===== src/rtl/scld_pkg.sv =====
// Package for the serial command line decoder: command codes, character
// constants and the small classification helpers. No dependencies.

package scld_pkg;

   typedef logic [2:0] cmd_type;

   localparam cmd_type CMD_HELLO    = 3'd0;
   localparam cmd_type CMD_LIST     = 3'd1;
   localparam cmd_type CMD_GET      = 3'd2;
   localparam cmd_type CMD_BAD_DATE = 3'd3;
   localparam cmd_type CMD_BYE      = 3'd4;
   localparam cmd_type CMD_UNKNOWN  = 3'd5;

   localparam int unsigned POS_W = 5;
   localparam int unsigned TIMEOUT_W = 16;
   localparam int unsigned DATE_W = 32;

   localparam logic [POS_W-1:0] POS_MAX          = 5'd31;
   localparam logic [POS_W-1:0] DATE_MIN_POS     = 5'd4;
   localparam logic [POS_W-1:0] DATE_START_LIMIT = 5'd21;
   localparam logic [POS_W-1:0] DATE_LEN         = 5'd10;
   localparam logic [POS_W-1:0] DATE_DASH1       = 5'd4;
   localparam logic [POS_W-1:0] DATE_DASH2       = 5'd7;
   localparam logic [POS_W-1:0] LIST_LAST        = 5'd3;
   localparam logic [POS_W-1:0] BYE_LAST         = 5'd2;

   localparam logic [TIMEOUT_W-1:0] TIMEOUT_RESET = 16'd100;
   localparam logic [TIMEOUT_W-1:0] ELAPSED_MAX   = 16'hFFFF;

   localparam logic [7:0] CHAR_CR    = 8'h0D;
   localparam logic [7:0] CHAR_LF    = 8'h0A;
   localparam logic [7:0] CHAR_DASH  = 8'h2D;
   localparam logic [7:0] CHAR_ZERO  = 8'h30;
   localparam logic [7:0] CHAR_NINE  = 8'h39;
   localparam logic [7:0] CHAR_SPACE = 8'h20;
   localparam logic [7:0] CHAR_TAB   = 8'h09;
   localparam logic [7:0] CHAR_VT    = 8'h0B;
   localparam logic [7:0] CHAR_FF    = 8'h0C;

   // Keywords, left aligned in five character slots.
   localparam logic [39:0] KW_HELLO = "HELLO";
   localparam logic [39:0] KW_LIST  = {"LIST", 8'h00};
   localparam logic [39:0] KW_GET   = {"GET ", 8'h00};
   localparam logic [39:0] KW_BYE   = {"BYE", 16'h0000};

   // Flag bits: HELLO, LIST, GET, BYE.
   localparam int unsigned FLAG_HELLO = 0;
   localparam int unsigned FLAG_LIST  = 1;
   localparam int unsigned FLAG_GET   = 2;
   localparam int unsigned FLAG_BYE   = 3;

   function automatic logic is_ws(input logic [7:0] c);
      return (c == CHAR_SPACE) || (c == CHAR_TAB) || (c == CHAR_VT) || (c == CHAR_FF);
   endfunction

   function automatic logic is_digit(input logic [7:0] c);
      return (c >= CHAR_ZERO) && (c <= CHAR_NINE);
   endfunction

   // True when character c at content position p breaks the keyword.
   function automatic logic kw_miss(input logic [39:0] kw, input logic [2:0] len,
                                    input logic [POS_W-1:0] p, input logic [7:0] c);
      logic miss;
      miss = 1'b0;
      for (int i = 0; i < 5; i++) begin
         if ((p == POS_W'(i)) && (3'(i) < len) && (kw[39-8*i -: 8] != c)) begin
            miss = 1'b1;
         end
      end
      return miss;
   endfunction

endpackage


===== src/rtl/serial_command_line_decoder_core.sv =====
// Serial command line decoder top level: input register, per-line match
// state and result register in one module. Depends on scld_pkg.
//
// Channel   Direction  Contents
// req_*     in         func (0 byte, 1 ms tick), rx_byte
// rsp_*     out        command, date_bcd (one transaction per non-empty line)
// csr_*     in         line_timeout_ms write, no read-back
//
// One transaction accepted per cycle while req_stall is low. The path is
// the input register, then the line state update and result register.
// A line feed transaction produces its result from the state left by the
// bytes before it, so no line buffer is kept.
// reset is synchronous, active high; it restores the timeout to 100 and
// clears the line state. A stalled result holds the input register,
// which stalls the request side only while both stages are full.

module serial_command_line_decoder_core
   import scld_pkg::*;
(
   input  logic                 clock,
   input  logic                 reset,
   input  logic                 req_valid,
   output logic                 req_stall,
   input  logic                 req_func,
   input  logic [7:0]           req_rx_byte,
   output logic                 rsp_valid,
   input  logic                 rsp_stall,
   output logic [2:0]           rsp_command,
   output logic [DATE_W-1:0]    rsp_date_bcd,
   input  logic                 csr_wr_en,
   input  logic [TIMEOUT_W-1:0] csr_wr_data
);

   // Configuration
   logic [TIMEOUT_W-1:0] timeout_ff, timeout_in;

   // Input register
   logic       s1_valid_ff, s1_valid_in;
   logic       s1_func_ff, s1_func_in;
   logic [7:0] s1_byte_ff, s1_byte_in;

   // Line state
   logic [TIMEOUT_W-1:0] elapsed_ff, elapsed_in;
   logic                 raw_nonempty_ff, raw_nonempty_in;
   logic                 started_ff, started_in;
   logic [POS_W-1:0]     pos_ff, pos_in;
   logic [POS_W-1:0]     last_ff, last_in;
   logic [3:0]           flags_ff, flags_in;
   logic [POS_W-1:0]     date_start_ff, date_start_in;
   logic                 date_ok_ff, date_ok_in;
   logic [DATE_W-1:0]    digits_ff, digits_in;

   // Result register
   logic              rsp_valid_ff, rsp_valid_in;
   cmd_type           rsp_cmd_ff, rsp_cmd_in;
   logic [DATE_W-1:0] rsp_date_ff, rsp_date_in;

   // Working signals
   logic                 s1_adv;
   logic                 ws;
   logic                 clear_line;
   logic [TIMEOUT_W-1:0] elapsed_inc;
   logic [POS_W-1:0]     date_off;
   logic                 date_take;
   cmd_type              cls_cmd;
   logic [DATE_W-1:0]    cls_date;

   assign s1_adv    = s1_valid_ff && (!rsp_valid_ff || !rsp_stall);
   assign req_stall = s1_valid_ff && !s1_adv;
   assign ws        = is_ws(s1_byte_ff);

   // Classification of the line held in the state registers (used at LF).
   always_comb begin
      cls_cmd  = CMD_UNKNOWN;
      cls_date = '0;
      if (started_ff) begin
         if (flags_ff[FLAG_HELLO] && (last_ff >= DATE_MIN_POS)) begin
            cls_cmd = CMD_HELLO;
         end else if (flags_ff[FLAG_LIST] && (last_ff == LIST_LAST)) begin
            cls_cmd = CMD_LIST;
         end else if (flags_ff[FLAG_GET] && (last_ff >= DATE_MIN_POS)) begin
            if ((date_start_ff != '0) && date_ok_ff && (last_ff >= date_start_ff) &&
                ((last_ff - date_start_ff) == (DATE_LEN - 5'd1))) begin
               cls_cmd  = CMD_GET;
               cls_date = digits_ff;
            end else begin
               cls_cmd = CMD_BAD_DATE;
            end
         end else if (flags_ff[FLAG_BYE] && (last_ff == BYE_LAST)) begin
            cls_cmd = CMD_BYE;
         end
      end
   end

   always_comb begin
      timeout_in      = timeout_ff;
      s1_valid_in     = s1_valid_ff;
      s1_func_in      = s1_func_ff;
      s1_byte_in      = s1_byte_ff;
      elapsed_in      = elapsed_ff;
      raw_nonempty_in = raw_nonempty_ff;
      started_in      = started_ff;
      pos_in          = pos_ff;
      last_in         = last_ff;
      flags_in        = flags_ff;
      date_start_in   = date_start_ff;
      date_ok_in      = date_ok_ff;
      digits_in       = digits_ff;
      rsp_valid_in    = rsp_valid_ff;
      rsp_cmd_in      = rsp_cmd_ff;
      rsp_date_in     = rsp_date_ff;
      clear_line      = 1'b0;
      elapsed_inc     = (elapsed_ff < ELAPSED_MAX) ? elapsed_ff + 16'd1 : elapsed_ff;
      date_off        = (date_start_ff == '0) ? '0 : pos_ff - date_start_ff;
      date_take       = 1'b0;

      if (csr_wr_en) begin
         timeout_in = csr_wr_data;
      end

      // Input register refills whenever it empties or moves on.
      if (s1_adv || !s1_valid_ff) begin
         s1_valid_in = req_valid;
         if (req_valid) begin
            s1_func_in = req_func;
            s1_byte_in = req_rx_byte;
         end
      end

      if (rsp_valid_ff && !rsp_stall) begin
         rsp_valid_in = 1'b0;
      end

      if (s1_adv) begin
         if (s1_func_ff) begin
            // Tick: a timeout of zero behaves as one.
            if (elapsed_inc >= timeout_ff) begin
               clear_line = 1'b1;
               elapsed_in = '0;
            end else begin
               elapsed_in = elapsed_inc;
            end
         end else if (s1_byte_ff == CHAR_CR) begin
            // ignored
         end else if (s1_byte_ff == CHAR_LF) begin
            if (raw_nonempty_ff) begin
               rsp_valid_in = 1'b1;
               rsp_cmd_in   = cls_cmd;
               rsp_date_in  = cls_date;
            end
            clear_line = 1'b1;
            elapsed_in = '0;
         end else if (!started_ff && ws) begin
            raw_nonempty_in = 1'b1;  // leading whitespace
         end else begin
            raw_nonempty_in = 1'b1;
            started_in      = 1'b1;
            if (kw_miss(KW_HELLO, 3'd5, pos_ff, s1_byte_ff)) flags_in[FLAG_HELLO] = 1'b0;
            if (kw_miss(KW_LIST, 3'd4, pos_ff, s1_byte_ff))  flags_in[FLAG_LIST]  = 1'b0;
            if (kw_miss(KW_GET, 3'd4, pos_ff, s1_byte_ff))   flags_in[FLAG_GET]   = 1'b0;
            if (kw_miss(KW_BYE, 3'd3, pos_ff, s1_byte_ff))   flags_in[FLAG_BYE]   = 1'b0;
            if (!ws) begin
               last_in = pos_ff;
            end

            // Date tracking starts at the first non-space past "GET ".
            if (pos_ff >= DATE_MIN_POS) begin
               if (date_start_ff == '0) begin
                  if (!ws) begin
                     date_start_in = pos_ff;
                     if (pos_ff > DATE_START_LIMIT) begin
                        date_ok_in = 1'b0;
                     end
                     date_take = 1'b1;
                  end
               end else if (date_off < DATE_LEN) begin
                  date_take = 1'b1;
               end else if (!ws) begin
                  date_ok_in = 1'b0;
               end
            end

            if (date_take) begin
               if ((date_off == DATE_DASH1) || (date_off == DATE_DASH2)) begin
                  if (s1_byte_ff != CHAR_DASH) begin
                     date_ok_in = 1'b0;
                  end
               end else if (is_digit(s1_byte_ff)) begin
                  digits_in = {digits_ff[DATE_W-5:0], s1_byte_ff[3:0]};
               end else begin
                  date_ok_in = 1'b0;
               end
            end

            pos_in = (pos_ff < POS_MAX) ? pos_ff + 5'd1 : POS_MAX;
         end
      end

      if (clear_line) begin
         raw_nonempty_in = 1'b0;
         started_in      = 1'b0;
         pos_in          = '0;
         last_in         = '0;
         flags_in        = '1;
         date_start_in   = '0;
         date_ok_in      = 1'b1;
         digits_in       = '0;
      end
   end

   always_ff @(posedge clock) begin
      if (reset) begin
         timeout_ff      <= TIMEOUT_RESET;
         s1_valid_ff     <= 1'b0;
         elapsed_ff      <= '0;
         raw_nonempty_ff <= 1'b0;
         started_ff      <= 1'b0;
         pos_ff          <= '0;
         last_ff         <= '0;
         flags_ff        <= '1;
         date_start_ff   <= '0;
         date_ok_ff      <= 1'b1;
         digits_ff       <= '0;
         rsp_valid_ff    <= 1'b0;
      end else begin
         timeout_ff      <= timeout_in;
         s1_valid_ff     <= s1_valid_in;
         elapsed_ff      <= elapsed_in;
         raw_nonempty_ff <= raw_nonempty_in;
         started_ff      <= started_in;
         pos_ff          <= pos_in;
         last_ff         <= last_in;
         flags_ff        <= flags_in;
         date_start_ff   <= date_start_in;
         date_ok_ff      <= date_ok_in;
         digits_ff       <= digits_in;
         rsp_valid_ff    <= rsp_valid_in;
      end
      s1_func_ff  <= s1_func_in;
      s1_byte_ff  <= s1_byte_in;
      rsp_cmd_ff  <= rsp_cmd_in;
      rsp_date_ff <= rsp_date_in;
   end

   assign rsp_valid    = rsp_valid_ff;
   assign rsp_command  = rsp_cmd_ff;
   assign rsp_date_bcd = rsp_date_ff;

   // A date is only reported with a valid GET.
   a_date_only_get: assert property (@(posedge clock) disable iff (reset)
      (rsp_valid_ff && (rsp_cmd_ff != CMD_GET)) |-> (rsp_date_ff == '0))
      else $error("date_bcd nonzero for non-GET command");

   // A new result only follows a line feed leaving the input register.
   a_result_from_lf: assert property (@(posedge clock) disable iff (reset)
      $rose(rsp_valid_ff) |->
         $past(s1_adv && !s1_func_ff && (s1_byte_ff == CHAR_LF)))
      else $error("result produced without a line feed");

   // Last non-space position never runs ahead of the content position;
   // last reaches the top only if a non-space byte arrives once the position saturates.
   a_last_behind_pos: assert property (@(posedge clock) disable iff (reset)
      started_ff |-> (last_ff <= pos_ff))
      else $error("last non-space position ahead of content position");

endmodule

===== config.mk =====
export PLATFORM = sky130hd
export DESIGN_NAME = serial_command_line_decoder_core
export DESIGN_NICKNAME = d
export VERILOG_FILES = /design/src/rtl/scld_pkg.sv /design/src/rtl/serial_command_line_decoder_core.sv
export SDC_FILE = /design/constraint.sdc
export NUM_CORES = 1
export LEC_CHECK = 0
export BUFFER_PORTS_ARGS = -buffer_cell sky130_fd_sc_hd__buf_2
export CAP_MARGIN = 25
export CORE_MARGIN = 3
export CORE_UTILIZATION = 25
export DETAILED_ROUTE_END_ITERATION = 8
export SETUP_SLACK_MARGIN = 0.2
export SYNTH_ARGS = -nofsm -noshare
export SYNTH_HDL_FRONTEND = slang
export SYNTH_SLANG_ARGS = --single-unit

===== constraint.sdc =====
create_clock -name clock -period 4.55 [get_ports clock]
set_clock_uncertainty 0.15 [all_clocks]
set_input_delay 0.2275 -clock clock [delete_from_list [all_inputs] [get_ports clock]]
set_output_delay 0.2275 -clock clock [all_outputs]
set_load 0.005 [all_outputs]

==> out/metrics.yaml <==
global_route:
  grt_pass1_vias: 5217
  grt_use_total_pct: 11.2
  antenna_found_initial: 0
  grt_max_degree: 43
  grt_pass1_wl_um: 26300
  grt_overflow: 0
worst_setup_path:
  required_ns: 4.70
  start_kind: "flop"
  cpMaxStageDelayCell: "or3b_2"
  critPathKind: "reg2reg"
  critPathCaptureType: "flop"
  crit_family: "simple AND/OR/NAND/NOR gates"
  arrival_ns: 4.12
  cp_common_cell: "ha_1"
  cp_max_fo: 37
  cp.buffers_inverters: 1
  max_stage_delay_ns: 0.44
  crit_chain: "ha_1, nand4_1, nor4_4, nand2_2, mux2_2, ha_1, or3b_2, o2111ai_1, a31oi_1, o211ai_2, buf_4, and3_1, o21ai_0"
place:
  port-buffer-count: 66
  globalplace.congestion: 0.840
  place_area_um2: 7370
  dp_hpwl_um: 11100
logic_synthesis:
  synth_compound_area_share_pct: 10.7
  synthSimpleGateAreaFrac_pct: 21.5
  synth_top_area_share_pct: 25.9
  ys_top_cells_by_count: "dfxtp_1, nor2_1, mux2i_1"
  syn_inst: 675
  synth_top_family_by_area: "simple AND/OR/NAND/NOR gates"
  syn_area_um2: 6790
  synth_edf_count: 44
  synth_xor_area_share_pct: 3.35
  netlist_top_cells_area: "dfxtp_1, edfxtp_1, mux2i_1"
  synth_flop_cell: "dfxtp_1"
  avgSynthCellArea_um2: 10.1
  yosysMostFrequentCell: "dfxtp_1"
  yosys_warnings: 0
  yosysUniqueCellTypes: 74
  synthAdderAreaFrac_pct: 6.12
  synth-seq-cells: 132
  yosysSeqAreaShare_pct: 45.4
  yosys.area.top_type: "dfxtp_1"
  syn_nets: 737
  synthMuxAreaShare_pct: 7.99
  ys_async_sr_fraction_pct: 0
detailed_routing:
  drcViolationCount: 0
  vias: 5245
  viasPerCell: 4.75
  wl_um: 15600
  drt_iter0_markers: 261
  ant_nets: 0
  avgRoutedWirePerCell_um: 14.2
  drtPass1Iterations: 5
floorplan:
  initial_core_util_pct: 25.8
  core-area_um2: 26400
  dieArea_um2: 29200
  io_pins: 67
  rows: 59
  dieWidth_um: 171
  die_y_um: 171
hold_path:
  worstHoldPathType: "in2reg"
sta:
  slew_headroom_pct: 44.1
  setup_viol: 0
  fmax_mhz: 252
  post-route-min-period_ns: 3.97
  fin_crit_sh_pct: 87.4
  rsz0062_at_grt: "no"
  fin_tns_setup_ns: 0
  hold_violations: 0
  slew_violations: 0
  tightest_slew_ns: 0.832
clock_tree:
  clock-sinks: 132
  numCtsBuffers: 17
  htree_levels: 4
  worstSkewPairLatency_ns: 0.42
  path_clk_slew_ns: 0.06
  clk_path_buf_depth: 2
  cts-root-buf: "clkbuf_16"
  cts_tree: "yes"
final_layout:
  drive_gt1_share_pct: 16.4
  fillers: 2692
  synthToLayoutAreaGrowth_pct: 21.7
  multiInputGateArea_um2: 3380
  finish.instance_area_um2: 8270
  final_nets: 819
  regArea_um2: 3080
  diodes: 0
power:
  peakVddDrop_v: 0.000187
  powerDensity_nw_per_um2: 344
  p_leak_nw: 2.98
status:
  status: "finished clean"
flow_run:
  cap_violations: 0
==> power breakdown <==
part           internal [mW]  switching, mW
logic                 0.0719         0.0874
registers               1.23         0.0278
clock network          0.867          0.553
==> layout make-up <==
| cell class | count | area share [%] |
|---|---|---|
| multi-input cells | 473 | 40.9 |
| flip-flops and latches | 132 | 37.3 |
| repair buffers | 100 | 7.90 |
| clock buffers | 18 | 5.19 |
| well taps | 335 | 5.07 |
| clock inverters | 14 | 2.12 |
| inverters | 33 | 1.50 |
==> cell families (layout without fill, tap and decap cells) <==
kind of cell	count (synthesis)	after routing
AO/OA/AOI/OAI	102	102
XOR/XNOR	26	26
multiplexers	54	54
adder cells (fa/ha/maj)	32	32
flip-flops	132	132
AND/OR/NAND/NOR	259	259
buffers and inverters	70	165
==> worst register-to-register path, delay by kind of cell (launching register included) <==
family                   cells  cell delay (ns)
adder cells (fa/ha/maj)      2             0.41
buffers and inverters        1             0.37
AO/OA/AOI/OAI                4             0.59
flip-flops                   1             0.42
AND/OR/NAND/NOR              5             1.61
multiplexers                 1             0.32
==> state kept, by name (all words and copies together) (netlist names), 3 cells and up <==
name,cells
date_start_ff,5
elapsed_ff,16
pos_ff,5
timeout_ff,16
s1_byte_ff,8
last_ff,5
rsp_date_bcd,32
rsp_command,3
digits_ff,32
flags_ff,4
==> final timing paths <==
check | from | to | slack [ns] | cells past startpoint
setup / recovery | elapsed_ff[0]$_SDFFE_PP0P_ | flags_ff[0]$_SDFFE_PP1P_ | 0.58 | 13
hold / removal | reset | timeout_ff[4]$_SDFFE_PP0P_ | 0.07 | 2
setup reg to reg | elapsed_ff[0]$_SDFFE_PP0P_ | flags_ff[0]$_SDFFE_PP1P_ | 0.58 | 13
hold reg to reg | raw_nonempty_ff$_SDFFE_PP0P_ | raw_nonempty_ff$_SDFFE_PP0P_ | 0.32 | 2
==> cell usage in the layout (no fill, tap or decap), drive strengths merged, types with 3 or more instances in the layout <==
master and instances:
dfxtp 88, buf 73, nor2 64, mux2i 52, nand4 48, edfxtp 44
inv 37, and2 36, ha 30, dlygate4sd3 27, nand2 27, a21oi 26
xnor2 18, clkbuf 18, nand3 18, nor3 16, o21ai 14, a211oi 10
a31oi 9, and3 9, xor2 8, nor2b 7, nand2b 7, o211ai 7
nor4 6, clkinvlp 5, o21a 5, nor3b 4, a32oi 4, a21o 3
o41ai 3, o31ai 3, bufinv 3, nor4b 3
==> routing by layer <==
| metal | vias to the layer above | GRT usage (%) | part of all wire, % |
|---|---|---|---|
| met5 | - | 0 | 0 |
| met4 | 0 | 3.39 | 1.2 |
| met3 | 17 | 3.12 | 4.4 |
| met2 | 125 | 17.2 | 45 |
| met1 | 2459 | 15.3 | 50 |
| li1 | 2644 | - | - |
==> timing repair <==
item / in CTS / in global routing
hold buffers: 27 / 0
buffers inserted: 0 / 0
endpoints found under the setup margin: 0 / 31
hold endpoints to repair: 27 / 0
gates resized for setup: 0 / 2
==> stage by stage <==
step | cells | worst slack [ns] | hold slack (ns) | util (%) | power (mW)
after global routing | 1105 | 0.266 | 0.0916 | 31.4 | 2.95
after global placement | 1044 | 0.508 | 0.261 | 28.0 | 1.43
after CTS | 1104 | 0.386 | 0.0624 | 31.3 | 2.87
after detailed placement | 1045 | 0.401 | 0.258 | 28.0 | 1.43
final | 1105 | 0.575 | 0.0709 | 31.4 | 2.84
after floorplan | 675 | 1.05 | 0.176 | - | 1.38
No activity file was read; power rests on OpenSTA's default activity.
